$ cat src/sv/cseu_pkg.sv
// shared types, opcodes and constants for the instruction-subset execute unit
`default_nettype none

package cseu_pkg;

   localparam int unsigned XLEN      = 32;
   localparam int unsigned REG_IDX_W = 4;
   localparam int unsigned REG_COUNT = 16;

   // stream word widths, payload rounded up to whole bytes
   localparam int unsigned REQ_DATA_W = 64;
   localparam int unsigned RSP_DATA_W = 72;

   typedef logic [XLEN-1:0]      word_type;
   typedef logic [REG_IDX_W-1:0] ridx_type;

   // low opcode byte of the instruction word
   localparam logic [7:0] OP_MOVHA   = 8'h91;
   localparam logic [7:0] OP_MOV     = 8'h3B;
   localparam logic [7:0] OP_LEA     = 8'hD9;
   localparam logic [7:0] OP_JI      = 8'hDC;
   localparam logic [7:0] OP_MTCR    = 8'hCD;
   localparam logic [7:0] OP_ISYNC   = 8'h0D;
   localparam logic [7:0] OP_LDW_SLR = 8'h54;
   localparam logic [7:0] OP_LDW_BOL = 8'h19;
   localparam logic [7:0] OP_ADDC    = 8'hC2;
   localparam logic [7:0] OP_MOVH    = 8'h7B;
   localparam logic [7:0] OP_AND     = 8'h26;
   localparam logic [7:0] OP_JNE     = 8'hDF;
   localparam logic [7:0] OP_SUBA    = 8'h01;
   localparam logic [7:0] OP_MOVD    = 8'h80;

   // core register offsets reachable by mtcr
   localparam logic [15:0] CR_PCXI   = 16'hFE00;
   localparam logic [15:0] CR_PSW    = 16'hFE04;
   localparam logic [15:0] CR_PC     = 16'hFE08;
   localparam logic [15:0] CR_SYSCON = 16'hFE14;

   // request kinds carried in tuser
   localparam logic CMD_EXEC = 1'b0;
   localparam logic CMD_LOAD = 1'b1;

   localparam word_type ENTRY_PC_RESET = 32'hA000_0000;

   typedef enum logic [1:0] {
      ERR_NONE      = 2'd0,
      ERR_OPCODE    = 2'd1,
      ERR_CR_OFFSET = 2'd2,
      ERR_LOAD_DATA = 2'd3
   } err_type;

   // one register file write
   typedef struct packed {
      logic     en;
      ridx_type idx;
      word_type data;
   } wr_type;

   // architectural state held in flops
   typedef struct packed {
      word_type pc;
      logic     load_pending;
      ridx_type load_dest;
      logic     stopped;
   } arch_type;

   // everything one executed word changes or reports
   typedef struct packed {
      wr_type   dwr;
      wr_type   awr;
      logic     pcxi_we;
      logic     psw_we;
      logic     syscon_we;
      word_type cr_data;
      arch_type arch_next;
      logic     read_request;
      word_type read_address;
      err_type  error_code;
   } exec_type;

endpackage

`default_nettype wire

$ cat src/sv/cseu_regfile.sv
// 16 x 32 register file: sync-read memory, valid bits and write forwarding
`default_nettype none

module cseu_regfile (
   input  wire logic               clock,
   input  wire logic               reset,
   input  wire logic               rd_en,
   input  wire cseu_pkg::ridx_type rd_idx_a,
   input  wire cseu_pkg::ridx_type rd_idx_b,
   input  wire cseu_pkg::wr_type   wr,
   output cseu_pkg::word_type      rd_data_a,
   output cseu_pkg::word_type      rd_data_b
);

   cseu_pkg::word_type mem_ff [cseu_pkg::REG_COUNT];
   cseu_pkg::word_type rd_a_ff;
   cseu_pkg::word_type rd_b_ff;
   cseu_pkg::ridx_type idx_a_ff;
   cseu_pkg::ridx_type idx_b_ff;
   cseu_pkg::wr_type   fwd_ff;
   logic [cseu_pkg::REG_COUNT-1:0] vld_ff;
   logic [cseu_pkg::REG_COUNT-1:0] vld_in;

   // memory array, read returns the old contents on a same-edge write
   always_ff @(posedge clock) begin
      if (rd_en) begin
         rd_a_ff <= mem_ff[rd_idx_a];
         rd_b_ff <= mem_ff[rd_idx_b];
      end
      if (wr.en) begin
         mem_ff[wr.idx] <= wr.data;
      end
   end

   // capture read indexes and the write landing on the read edge
   always_ff @(posedge clock) begin
      if (reset) begin
         fwd_ff   <= '0;
         idx_a_ff <= '0;
         idx_b_ff <= '0;
      end else if (rd_en) begin
         fwd_ff   <= wr;
         idx_a_ff <= rd_idx_a;
         idx_b_ff <= rd_idx_b;
      end
   end

   // per-entry valid, an entry never written reads as zero
   always_comb begin
      vld_in = vld_ff;
      if (wr.en) begin
         vld_in[wr.idx] = 1'b1;
      end
   end

   always_ff @(posedge clock) begin
      if (reset) begin
         vld_ff <= '0;
      end else begin
         vld_ff <= vld_in;
      end
   end

   // resolve read data: forwarded write, then memory, then reset value
   always_comb begin
      if (fwd_ff.en && fwd_ff.idx == idx_a_ff) begin
         rd_data_a = fwd_ff.data;
      end else if (vld_ff[idx_a_ff]) begin
         rd_data_a = rd_a_ff;
      end else begin
         rd_data_a = '0;
      end
      if (fwd_ff.en && fwd_ff.idx == idx_b_ff) begin
         rd_data_b = fwd_ff.data;
      end else if (vld_ff[idx_b_ff]) begin
         rd_data_b = rd_b_ff;
      end else begin
         rd_data_b = '0;
      end
   end

endmodule

`default_nettype wire

$ cat src/sv/cseu_exec.sv
// decode and execute of one word against operands and architectural state
`default_nettype none

module cseu_exec (
   input  wire logic               cmd,
   input  wire cseu_pkg::word_type insn,
   input  wire cseu_pkg::word_type load_data,
   input  wire cseu_pkg::arch_type arch,
   input  wire cseu_pkg::word_type d_a,
   input  wire cseu_pkg::word_type d_b,
   input  wire cseu_pkg::word_type a_a,
   input  wire cseu_pkg::word_type a_b,
   output cseu_pkg::exec_type      exe
);

   localparam int unsigned XLEN = cseu_pkg::XLEN;

   cseu_pkg::ridx_type idx_a;
   cseu_pkg::ridx_type idx_b;
   cseu_pkg::ridx_type idx_c;
   logic [15:0]        k16;
   cseu_pkg::word_type off16;
   cseu_pkg::word_type const4;
   cseu_pkg::word_type disp15;
   cseu_pkg::word_type pc2;
   cseu_pkg::word_type pc4;

   // operand fields
   assign idx_a  = insn[11:8];
   assign idx_b  = insn[15:12];
   assign idx_c  = insn[31:28];
   assign k16    = insn[27:12];
   assign off16  = {{(XLEN-16){insn[27]}}, insn[27:22], insn[31:28], insn[21:16]};
   assign const4 = {{(XLEN-4){insn[15]}}, insn[15:12]};
   assign disp15 = {{(XLEN-16){insn[30]}}, insn[30:16], 1'b0};
   assign pc2    = arch.pc + XLEN'(2);
   assign pc4    = arch.pc + XLEN'(4);

   always_comb begin
      exe           = '0;
      exe.arch_next = arch;
      exe.cr_data   = d_a;
      exe.error_code = cseu_pkg::ERR_NONE;

      if (!arch.stopped) begin
         if (cmd == cseu_pkg::CMD_LOAD) begin
            // completion of a pending load
            if (arch.load_pending) begin
               exe.dwr                    = '{en: 1'b1, idx: arch.load_dest, data: load_data};
               exe.arch_next.load_pending = 1'b0;
            end else begin
               exe.error_code = cseu_pkg::ERR_LOAD_DATA;
            end
         end else begin
            // any executed word abandons a pending load
            exe.arch_next.load_pending = 1'b0;
            unique case (insn[7:0])
               cseu_pkg::OP_MOVHA: begin
                  exe.awr = '{en: 1'b1, idx: idx_c, data: {k16, {(XLEN-16){1'b0}}}};
                  exe.arch_next.pc = pc4;
               end
               cseu_pkg::OP_MOV: begin
                  exe.dwr = '{en: 1'b1, idx: idx_c, data: {{(XLEN-16){k16[15]}}, k16}};
                  exe.arch_next.pc = pc4;
               end
               cseu_pkg::OP_LEA: begin
                  exe.awr = '{en: 1'b1, idx: idx_a, data: a_b + off16};
                  exe.arch_next.pc = pc4;
               end
               cseu_pkg::OP_JI: begin
                  exe.arch_next.pc = {a_a[XLEN-1:1], 1'b0};
               end
               cseu_pkg::OP_MTCR: begin
                  unique case (k16)
                     cseu_pkg::CR_PCXI: begin
                        exe.pcxi_we      = 1'b1;
                        exe.arch_next.pc = pc4;
                     end
                     cseu_pkg::CR_PSW: begin
                        exe.psw_we       = 1'b1;
                        exe.arch_next.pc = pc4;
                     end
                     cseu_pkg::CR_PC: begin
                        exe.arch_next.pc = d_a + XLEN'(4);
                     end
                     cseu_pkg::CR_SYSCON: begin
                        exe.syscon_we    = 1'b1;
                        exe.arch_next.pc = pc4;
                     end
                     default: begin
                        exe.error_code = cseu_pkg::ERR_CR_OFFSET;
                     end
                  endcase
               end
               cseu_pkg::OP_ISYNC: begin
                  exe.arch_next.pc = pc4;
               end
               cseu_pkg::OP_LDW_SLR: begin
                  exe.read_request           = 1'b1;
                  exe.read_address           = a_b;
                  exe.arch_next.load_pending = 1'b1;
                  exe.arch_next.load_dest    = idx_a;
                  exe.arch_next.pc           = pc2;
               end
               cseu_pkg::OP_LDW_BOL: begin
                  exe.read_request           = 1'b1;
                  exe.read_address           = a_b + off16;
                  exe.arch_next.load_pending = 1'b1;
                  exe.arch_next.load_dest    = idx_a;
                  exe.arch_next.pc           = pc4;
               end
               cseu_pkg::OP_ADDC: begin
                  exe.dwr = '{en: 1'b1, idx: idx_a, data: d_a + const4};
                  exe.arch_next.pc = pc2;
               end
               cseu_pkg::OP_MOVH: begin
                  exe.dwr = '{en: 1'b1, idx: idx_c, data: {k16, {(XLEN-16){1'b0}}}};
                  exe.arch_next.pc = pc4;
               end
               cseu_pkg::OP_AND: begin
                  exe.dwr = '{en: 1'b1, idx: idx_a, data: d_a & d_b};
                  exe.arch_next.pc = pc2;
               end
               cseu_pkg::OP_JNE: begin
                  if (d_a != const4) begin
                     exe.arch_next.pc = arch.pc + disp15;
                  end else begin
                     exe.arch_next.pc = pc4;
                  end
               end
               cseu_pkg::OP_SUBA: begin
                  exe.awr = '{en: 1'b1, idx: idx_c, data: a_a - a_b};
                  exe.arch_next.pc = pc4;
               end
               cseu_pkg::OP_MOVD: begin
                  exe.dwr = '{en: 1'b1, idx: idx_a, data: a_b};
                  exe.arch_next.pc = pc2;
               end
               default: begin
                  exe.error_code = cseu_pkg::ERR_OPCODE;
               end
            endcase
         end
         // any error stops the core for good
         if (exe.error_code != cseu_pkg::ERR_NONE) begin
            exe.arch_next.stopped = 1'b1;
         end
      end
   end

endmodule

`default_nettype wire

$ cat src/sv/cpu_subset_instruction_execute_unit.sv
// top level: stream ports, execute stage, architectural flops and result register
// a word accepted passes through the execute stage registers, then the result register
// throughput: one word per cycle unless the result side stalls; the register files are
//    read at the accept edge, with the write of the preceding word forwarded
// reset (synchronous, active high) clears pc to the entry point, core registers,
//    load and halt state and the register file valid bits; no clearing pass
`default_nettype none

module cpu_subset_instruction_execute_unit (
   input  wire logic                              clock,
   input  wire logic                              reset,
   // configuration: entry program counter
   input  wire logic                              csr_wr_en,
   input  wire cseu_pkg::word_type                csr_wr_data,
   // request channel
   input  wire logic                              req_tvalid,
   output logic                                   req_tready,
   input  wire logic [cseu_pkg::REQ_DATA_W-1:0]   req_tdata,  // insn_word, load_data
   input  wire logic                              req_tuser,  // cmd
   // result channel
   output logic                                   rsp_tvalid,
   input  wire logic                              rsp_tready,
   // fetch_pc, read_request, read_address, error_code, halted, zero pad
   output logic [cseu_pkg::RSP_DATA_W-1:0]        rsp_tdata
);

   localparam int unsigned XLEN = cseu_pkg::XLEN;

   logic req_fire;
   logic s1_fire;

   // execute stage payload
   logic               s1_valid_ff;
   logic               s1_valid_in;
   logic               s1_cmd_ff;
   cseu_pkg::word_type s1_insn_ff;
   cseu_pkg::word_type s1_load_data_ff;

   // architectural state outside the register files
   cseu_pkg::arch_type arch_ff;
   cseu_pkg::arch_type arch_in;
   cseu_pkg::word_type pcxi_ff;
   cseu_pkg::word_type psw_ff;
   cseu_pkg::word_type syscon_ff;
   cseu_pkg::word_type entry_pc_ff;
   cseu_pkg::word_type entry_pc_in;

   // result register
   logic                            out_valid_ff;
   logic                            out_valid_in;
   logic [cseu_pkg::RSP_DATA_W-1:0] out_data_ff;

   cseu_pkg::word_type d_a;
   cseu_pkg::word_type d_b;
   cseu_pkg::word_type a_a;
   cseu_pkg::word_type a_b;
   cseu_pkg::exec_type exe;
   cseu_pkg::wr_type   dwr;
   cseu_pkg::wr_type   awr;

   // handshake
   assign s1_fire    = s1_valid_ff && (!out_valid_ff || rsp_tready);
   assign req_tready = !s1_valid_ff || s1_fire;
   assign req_fire   = req_tvalid && req_tready;

   // register file operand reads issued on accept
   cseu_regfile u_dregs (
      .clock     (clock),
      .reset     (reset),
      .rd_en     (req_fire),
      .rd_idx_a  (req_tdata[11:8]),
      .rd_idx_b  (req_tdata[15:12]),
      .wr        (dwr),
      .rd_data_a (d_a),
      .rd_data_b (d_b)
   );

   cseu_regfile u_aregs (
      .clock     (clock),
      .reset     (reset),
      .rd_en     (req_fire),
      .rd_idx_a  (req_tdata[11:8]),
      .rd_idx_b  (req_tdata[15:12]),
      .wr        (awr),
      .rd_data_a (a_a),
      .rd_data_b (a_b)
   );

   // execute stage
   cseu_exec u_exec (
      .cmd       (s1_cmd_ff),
      .insn      (s1_insn_ff),
      .load_data (s1_load_data_ff),
      .arch      (arch_ff),
      .d_a       (d_a),
      .d_b       (d_b),
      .a_a       (a_a),
      .a_b       (a_b),
      .exe       (exe)
   );

   // writes land only when the word leaves the execute stage
   always_comb begin
      dwr    = exe.dwr;
      dwr.en = exe.dwr.en && s1_fire;
      awr    = exe.awr;
      awr.en = exe.awr.en && s1_fire;
   end

   // execute stage valid and payload
   assign s1_valid_in = req_fire ? 1'b1 : (s1_fire ? 1'b0 : s1_valid_ff);

   always_ff @(posedge clock) begin
      if (reset) begin
         s1_valid_ff <= 1'b0;
      end else begin
         s1_valid_ff <= s1_valid_in;
      end
   end

   always_ff @(posedge clock) begin
      if (req_fire) begin
         s1_cmd_ff       <= req_tuser;
         s1_insn_ff      <= req_tdata[XLEN-1:0];
         s1_load_data_ff <= req_tdata[2*XLEN-1:XLEN];
      end
   end

   // entry point returns to its default on reset and seeds pc
   assign entry_pc_in = reset ? cseu_pkg::ENTRY_PC_RESET
                              : (csr_wr_en ? csr_wr_data : entry_pc_ff);

   always_ff @(posedge clock) begin
      entry_pc_ff <= entry_pc_in;
   end

   // architectural state update
   assign arch_in = s1_fire ? exe.arch_next : arch_ff;

   always_ff @(posedge clock) begin
      if (reset) begin
         arch_ff   <= '{pc: entry_pc_in, load_pending: 1'b0, load_dest: '0, stopped: 1'b0};
         pcxi_ff   <= '0;
         psw_ff    <= '0;
         syscon_ff <= '0;
      end else begin
         arch_ff <= arch_in;
         if (s1_fire && exe.pcxi_we) begin
            pcxi_ff <= exe.cr_data;
         end
         if (s1_fire && exe.psw_we) begin
            psw_ff <= exe.cr_data;
         end
         if (s1_fire && exe.syscon_we) begin
            syscon_ff <= exe.cr_data;
         end
      end
   end

   // result register
   assign out_valid_in = s1_fire ? 1'b1 : (rsp_tready ? 1'b0 : out_valid_ff);

   always_ff @(posedge clock) begin
      if (reset) begin
         out_valid_ff <= 1'b0;
      end else begin
         out_valid_ff <= out_valid_in;
      end
   end

   always_ff @(posedge clock) begin
      if (s1_fire) begin
         out_data_ff <= {
            (cseu_pkg::RSP_DATA_W - 2*XLEN - 4)'(0),
            exe.arch_next.stopped,
            exe.error_code,
            exe.read_address,
            exe.read_request,
            exe.arch_next.pc
         };
      end
   end

   assign rsp_tvalid = out_valid_ff;
   assign rsp_tdata  = out_data_ff;

endmodule

`default_nettype wire

$ cat config.mk
export PLATFORM = sky130hd
export DESIGN_NAME = cpu_subset_instruction_execute_unit
export DESIGN_NICKNAME = d
export VERILOG_FILES = /design/src/sv/cseu_pkg.sv /design/src/sv/cseu_regfile.sv /design/src/sv/cseu_exec.sv /design/src/sv/cpu_subset_instruction_execute_unit.sv
export SDC_FILE = /design/constraint.sdc
export NUM_CORES = 2
export LEC_CHECK = 0
export BUFFER_PORTS_ARGS = -buffer_cell sky130_fd_sc_hd__buf_4
export CORE_AREA = 2 2 435 437
export DETAILED_ROUTE_END_ITERATION = 16
export DIE_AREA = 0 0 437 439
export GPL_TIMING_DRIVEN = 0
export PLACE_DENSITY_LB_ADDON = 0.25
export SYNTH_ARGS = -nofsm -noshare
export SYNTH_HDL_FRONTEND = slang
export SYNTH_HIERARCHICAL = 1
export SYNTH_SLANG_ARGS = --single-unit
$ cat constraint.sdc
create_clock -name clock -period 10.55 [get_ports clock]
set_input_delay 2.11 -clock clock [delete_from_list [all_inputs] [get_ports clock]]
set_output_delay 2.11 -clock clock [all_outputs]
set_load 0.01 [all_outputs]
==> run_results.csv <==
group,metric,value,unit
cells_and_area,drive_gt1_frac,0.2531,
floorplan,dieWidth,437,um
run,cap_viol_max_count,0,
critical_path,cp-start-kind,"flip-flop",
global_route,grt_max_degree,78,
clocking,clk_latency,0.84,ns
cells_and_area,area_delta_synth_final,14.88,%
timing,relSlewSlack,0.07205,
global_route,grt_pass1_vias,48141,
critical_path,cpPeakStageDelay,0.77,ns
critical_path,worstPathRequired,11.22,ns
floorplan,coreArea,0.1870,sq mm
critical_path,r2r_cells,17,
outcome,outcome,"completed",
routing,vias_per_cell,6.342,
clocking,cts_buffers,155,
clocking,cts_tree,"done",
placed_design,hpwl,191800,um
hold_path,hold-path-endpoint,"u_aregs/vld_ff[12]",
critical_path,worstPathCellList,"buf_2, xnor2_1, nand3_1, nor2_1, clkbuf_1, o2bb2ai_1, ha_1, clkbuf_1, nor4_1, nand3_1, nor3_2, nand2_1, nand2b_1, buf_2, a221oi_1, o21ai_0, and2_1",
logic_synthesis,syn_area,0.07415,sq mm
critical_path,rrSetupSlack,3.45,ns
cells_and_area,final_util,0.4555,
routing,drt-wirelength-per-cell,33.58,um
critical_path,worstSetupEndpointType,"flip-flop",
cells_and_area,final_common_cell,"edfxtp_1",
timing,fin_crit,7.097,ns
timing,fin_worst_skew,0.05676,ns
clocking,post_cts_buffers,0,
global_route,grt_overflow,0,
placed_design,io_buffer_count,138,
clocking,cts.sinks,1447,
clocking,cts_htree_levels,4,
timing,tns,0,ns
routing,via_count,49381,
critical_path,r2r-end,"arch_ff[17]",
critical_path,worstSetupPathType,"flip-flop to flip-flop",
cells_and_area,layout_common_cells,"edfxtp_1, mux4_2, nor2_1",
critical_path,r2r-start,"u_dregs/idx_a_ff[0]",
critical_path,critPathMaxFanout,10,
logic_synthesis,syn_inst,4778,
clocking,hold_buffers,0,
hold_path,worstHoldPathCells,2,
logic_synthesis,syn_area_per_cell,15.52,sq um
clocking,clk_path_buf_depth,3,
hold_path,hold_path.class,"flip-flop to flip-flop",
power_and_ir_drop,ir_worst_vdd,0.0001460,V
routing,drt.antenna.violating_nets,0,
timing,drv_slew,0,
placed_design,place_congestion,0.9755,
power_and_ir_drop,p_per_area,150.9,mW/mm^2
global_route,grt_pass1_wl,364600,um
routing,drc,0,
timing,tightest_slew,1.379,ns
timing,max_freq,140.9,MHz
timing,fin_crit_sh,0.6727,
routing,wl,261400,um
cells_and_area,fin_nets,5394,
global_route,grt_usage,0.2689,
floorplan,num_rows,159,
hold_path,hold_start,"u_aregs/vld_ff[12]",
clocking,path_clk_slew,0.06,ns
timing,setup_viol,0,
routing,initialDrtViolationCount,6842,
floorplan,ios,176,
clocking,clockRootBuffer,"clkbuf_16",
power_and_ir_drop,p_leak,28.49,nW
floorplan,die_area,0.1918,sq mm
floorplan,die_y,439,um
critical_path,critPathSlowestCell,"nor3_2",
timing,rsz0062_at_grt,"false",
clocking,cts_resized,0,
floorplan,start_util,0.3965,
critical_path,cp.arrival,7.77,ns
global_route,antenna_found_initial,10,
timing,hold_viol,0,
routing,dr.pass1.iters,9,
logic_synthesis,yosysWarnings,6,
## critical path: cells and delay by family, from the launching register on
kind	cells	cell delay, ns
compound gates	3	1.38
fa+ha+maj	1	0.37
flops	1	0.30
buf+inv	4	1.28
xor+xnor	1	0.14
simple gates	8	3.45
## sequential cells by signal, indices dropped and copies added (netlist names), 37 cells and up
register	count
u_aregs/mem_ff	512
u_dregs/mem_ff	512
rsp_tdata	68
arch_ff	38
u_aregs/fwd_ff	37
u_dregs/fwd_ff	37
## metal layers
metal  vias to the layer above  wire length (um)  GRT usage
li1                      20385                 -          -
met3                       501             21840    0.03929
met1                     25783            103300     0.3647
met4                         0             12950     0.1193
met2                      2712            123300     0.4315
met5                         -                 0          0
## power breakdown
| part | internal [mW] | total, mW | switching, mW | leakage, nW |
|---|---|---|---|---|
| logic | 0.385 | 1.02 | 0.639 | 12.1 |
| registers | 6.29 | 6.38 | 0.0888 | 13.9 |
| clock network | 3.06 | 5.45 | 2.39 | 2.46 |
| total | 9.74 | 12.9 | 3.11 | 28.5 |
## through the flow
step	hold WS (ns)	instances	cell area [sq um]	worst slack (ns)	power, mW
floorplan	0.4519	4781	74160	2.143	7.095
global placement	0.4633	7414	78320	-1.414	7.511
detailed placement	0.4747	7493	79970	3.450	7.510
CTS	0.4876	7775	85050	3.383	12.93
global route	0.5067	7782	85180	3.315	13.21
finish	0.4924	7786	85190	3.453	12.86
## how the worst max path moves through the flow
stage                              startpoint                      to  slack, ns
after floorplan                    rsp_tready      u_dregs/fwd_ff[15]       2.14
after global placement             rsp_tready       u_aregs/fwd_ff[4]      -1.41
final                     u_dregs/idx_a_ff[0]             arch_ff[17]       3.45
after CTS                 u_aregs/idx_b_ff[0]  u_aregs/mem_ff[12][28]       3.38
after detailed placement  u_aregs/idx_b_ff[0]   u_aregs/mem_ff[0][28]       3.45
after global routing      u_aregs/idx_b_ff[0]      u_aregs/fwd_ff[29]       3.31
## area by class of cell
| class | instances | area (sq um) |
|---|---|---|
| fill | 16264 | 101800 |
| sequential | 1447 | 42150 |
| multi-input combinational | 2923 | 30380 |
| clock buffer | 198 | 4100 |
| tap | 2495 | 3122 |
| timing repair buffer | 224 | 2471 |
| buffer | 331 | 1679 |
| clock inverter | 84 | 975.9 |
| inverter | 80 | 300.3 |
| antenna | 4 | 10.01 |
Note: power is estimated with default switching activity, not from simulation.
